$ cat config.mk
export PLATFORM = sky130hd
export DESIGN_NAME = bft_ram
export DESIGN_NICKNAME = d
export VERILOG_FILES = /design/src/rtl/bft_ram.sv
export SDC_FILE = /design/constraint.sdc
export NUM_CORES = 2
export LEC_CHECK = 0
export ABC_AREA = 0
export BUFFER_PORTS_ARGS = -buffer_cell sky130_fd_sc_hd__buf_2
export CAP_MARGIN = 0
export CELL_PAD_IN_SITES_DETAIL_PLACEMENT = 1
export CELL_PAD_IN_SITES_GLOBAL_PLACEMENT = 2
export CORE_ASPECT_RATIO = 1.2
export CORE_UTILIZATION = 51
export DETAILED_ROUTE_END_ITERATION = 8
export GPL_ROUTABILITY_DRIVEN = 0
export GPL_TIMING_DRIVEN = 0
export PLACE_DENSITY = 0.84
export REMOVE_ABC_BUFFERS = 1
export SLEW_MARGIN = 20
export SYNTH_ARGS = -nofsm -noshare
export SYNTH_HDL_FRONTEND = slang
export SYNTH_SLANG_ARGS = --single-unit
$ cat constraint.sdc
create_clock -name i_clk -period 2.3 [get_ports i_clk]
set_input_delay 0.115 -clock i_clk [delete_from_list [all_inputs] [get_ports i_clk]]
set_output_delay 0.115 -clock i_clk [all_outputs]
set_load 0.02 [all_outputs]
$ cat src/rtl/bft_ram.sv
// Generic single-clock RAM: one write port, one read port, registered read data.
`timescale 1ns / 1ps
module bft_ram #(
    parameter int WIDTH = 8,
    parameter int DEPTH = 256
) (
    input  logic                     i_clk,
    input  logic                     i_we,
    input  logic [$clog2(DEPTH)-1:0] i_waddr,
    input  logic [WIDTH-1:0]         i_wdata,
    input  logic [$clog2(DEPTH)-1:0] i_raddr,
    output logic [WIDTH-1:0]         o_rdata
);

    logic [WIDTH-1:0] r_mem [DEPTH];
    logic [WIDTH-1:0] r_rdata;

    // Read returns the old contents on a same-address write
    always_ff @(posedge i_clk) begin
        if (i_we) begin
            r_mem[i_waddr] <= i_wdata;
        end
        r_rdata <= r_mem[i_raddr];
    end

    assign o_rdata = r_rdata;

endmodule

==> reports/qor.yml <==
status:
  status: "finished, violations left"
  violations: "setup timing"
synth:
  synth_cell_types: 55
  ys.flop_type: "edfxtp_1"
  async_reset_ff_frac: 0
  synth-seq-cells: 2056
  yosys_warnings: 0
  yosysSeqAreaShare: 0.7750
  synth_top_area_frac: 0.7730
  ys_top_cells_by_area: "edfxtp_1, mux4_2, mux2i_1"
  yosysTopAreaCell: "edfxtp_1"
  syn_area_sq_mm: 0.07956
  synthCells: 3733
  synth-edff-count: 2048
  avgSynthCellArea_sq_um: 21.31
clocking:
  clock_sinks: 2056
  cts_tree: "built"
  clk_path_buf_depth: 3
  cts_made_buffers: 188
  cts-root-buf: "clkbuf_16"
  clk_latency_ns: 0.82
  cts.reportedPaths.clkPinSlew_ns: 0.06
  htreeDepth: 4
setup_path:
  crit_fanout: 1
  r2r_start: "r_mem[128][2]"
  worstPathArrival_ns: 3.12
  reg2reg_depth: 7
  r2r_slack_ns: -0.16
  worstSetupEndpointType: "flip-flop"
  start_kind: "flip-flop"
  crit-reg2reg-capture: "o_rdata[2]"
  crit_required_ns: 2.96
  critPathKind: "reg2reg"
route:
  wl_per_cell_microns: 34.77
  drtPass1Iterations: 5
  wl_met3_microns: 16520
  vias: 39620
  dr_wl_met2_microns: 107700
  drcViolationCount: 0
  avgViaCountPerCell: 6.544
  drt-initial-drc-count: 4561
  wl_met1_microns: 78660
  wirelength_microns: 210500
  postRouteAntennaNets: 0
  dr.max_layer_used: "met5"
placed_design:
  post-place-ws_ns: -2.430
  dp_hpwl_microns: 125500
  io_buffer_count: 33
timing:
  maxSlewHeadroom: 0.2362
  rsz0062_at_grt: "yes"
  min_period_ns: 2.462
  finClkSkew_ns: 0.02255
  tightest_slew_ns: 1.142
  fmax_mhz: 406.2
  drv_slew: 0
  hold_viol_final: 0
  period_share: 1.070
  setup_violations: 23
  fin_ws_ns: -0.1616
power_and_ir_drop:
  vdd_drop_max_v: 0.0009400
  power_mw: 75.97
  p_per_area_mw_per_mm2: 846.3
  p_leak_nw: 27.49
final_layout:
  nets: 3843
  drive_gt1_frac: 0.2362
  mostFrequentLayoutCells: "edfxtp_1, mux4_2, nor2_1"
  final_common_cell: "edfxtp_1"
  area_growth_pct: 12.83
global_routing:
  grt_pass1_wl_microns: 299900
  antenna_found_initial: 7
  gr-total-overflow: 0
  track_usage: 0.2688
  grt_max_degree: 129
  grt_pass1_vias: 41360
floorplan:
  die_h_microns: 434.7
  die_w_microns: 362.5
  die_area_sq_mm: 0.1576
  io_pins: 34
  start_util: 0.5146
  coreArea_sq_mm: 0.1546
  row_count: 158
hold_path:
  hold_depth: 3
  hold_class: "in2reg"
  worst_hold_startpoint: "i_waddr[1]"
  min_to: "r_mem[155][5]"
job:
  maxCapViolations: 0
-- registers in the layout, indices dropped and copies added, names as in the netlist --
name     flops
o_rdata      8
r_mem     2048
-- Yosys cell counts (3+ instances only) --
| cell type | number |
|---|---|
| buf_1 | 22 |
| buf_4 | 27 |
| nand2_1 | 33 |
| nand3_1 | 34 |
| nand4_1 | 10 |
| nand2b_1 | 8 |
| mux4_2 | 454 |
| buf_6 | 21 |
| o221ai_1 | 46 |
| edfxtp_1 | 2048 |
| nor4_1 | 24 |
| buf_8 | 13 |
| mux2i_1 | 134 |
| buf_2 | 31 |
| buf_12 | 8 |
| a211oi_1 | 16 |
| o22ai_1 | 28 |
| nor4_2 | 3 |
| nor2b_1 | 31 |
| a22oi_1 | 133 |
| o32ai_1 | 4 |
| nor3_1 | 22 |
| dfxtp_1 | 8 |
| or2_2 | 4 |
| nor2_1 | 282 |
| o22a_1 | 5 |
| clkbuf_1 | 111 |
| o21ai_0 | 10 |
| o211ai_1 | 10 |
| a22o_1 | 8 |
| a221oi_1 | 13 |
| a21oi_1 | 96 |
| and2_1 | 6 |
-- metrics by stage --
stage	area, sq um	util	cells	hold WS, ns	setup TNS, ns
detailed placement	82570	0.5341	5677	0.3714	-1158.99
global route	89760	0.5806	6052	0.09625	-0.6623
global placement	80880	0.5231	5613	0.5689	-6675.60
CTS	89560	0.5793	6051	0.04824	-0.4268
finish	89760	0.5806	6054	0.1079	-0.8368
floorplan	78110	-	3500	0.2139	-1.456
-- cells by family (layout without fill, tap and decap cells) --
| logic type | count (synthesis) | count (layout) | synth area share |
|---|---|---|---|
| and+or+nand+nor | 466 | 466 | 0.02628 |
| muxes | 591 | 591 | 0.1462 |
| AOI/OAI and AO/OA | 385 | 385 | 0.03419 |
| other | 0 | 3 | 0 |
| DFF | 2056 | 2056 | 0.7750 |
| buffers and inverters | 235 | 473 | 0.01831 |
-- timing repair --
action                                 in CTS  in global routing
buffers inserted                            8                  0
endpoints found under the hold margin     769                  0
gates resized for setup                    87                 33
cloned                                     14                  0
hold buffers                                8                  0
pin swaps                                  21                 13
setup endpoints to repair                 202                 12
-- worst max-delay path: stages (launching register included) --
cell	delay (ns)
edfxtp_1	0.39
mux4_2	0.49
mux4_2	0.47
nor2_2	0.20
a2111oi_2	0.08
buf_2	0.21
nor3_4	0.32
nor4_4	0.12
-- how the worst max path moves through the flow --
stage | startpoint | to | slack, ns | depth (start not counted)
2_1_floorplan | i_raddr[2] | o_rdata[6] | -0.22 | 6
3_3_place_gp | i_raddr[0] | o_rdata[2] | -18.22 | 7
3_5_place_dp | i_raddr[0] | o_rdata[5] | -2.43 | 9
4_1_cts | r_mem[83][5] | o_rdata[5] | -0.17 | 6
5_1_grt | r_mem[27][5] | o_rdata[5] | -0.18 | 6
6_report | r_mem[128][2] | o_rdata[2] | -0.16 | 7
-- power breakdown --
part / switching (mW) / total [mW] / internal [mW]
clock: 13.4 / 30.4 / 17.0
sequential: 0.0691 / 41.4 / 41.3
combinational: 2.70 / 4.19 / 1.49
total: 16.2 / 76.0 / 59.8
-- layer usage --
layer	track usage	up-vias
met5	0	-
met4	0.09552	2
met3	0.04807	395
met1	0.3493	21200
met2	0.4580	2148
li1	-	15870
-- final cells by class --
class / instances / area, sq um
clock inverters: 106 / 812.0
flip-flops and latches: 2056 / 61660
well taps: 2080 / 2603
repair buffers: 127 / 2336
diodes: 3 / 7.507
multi-input cells: 1442 / 17230
fillers: 12910 / 64830
inverters: 2 / 8.758
clock buffers: 238 / 5105
No activity file was read; power rests on OpenSTA's default activity.
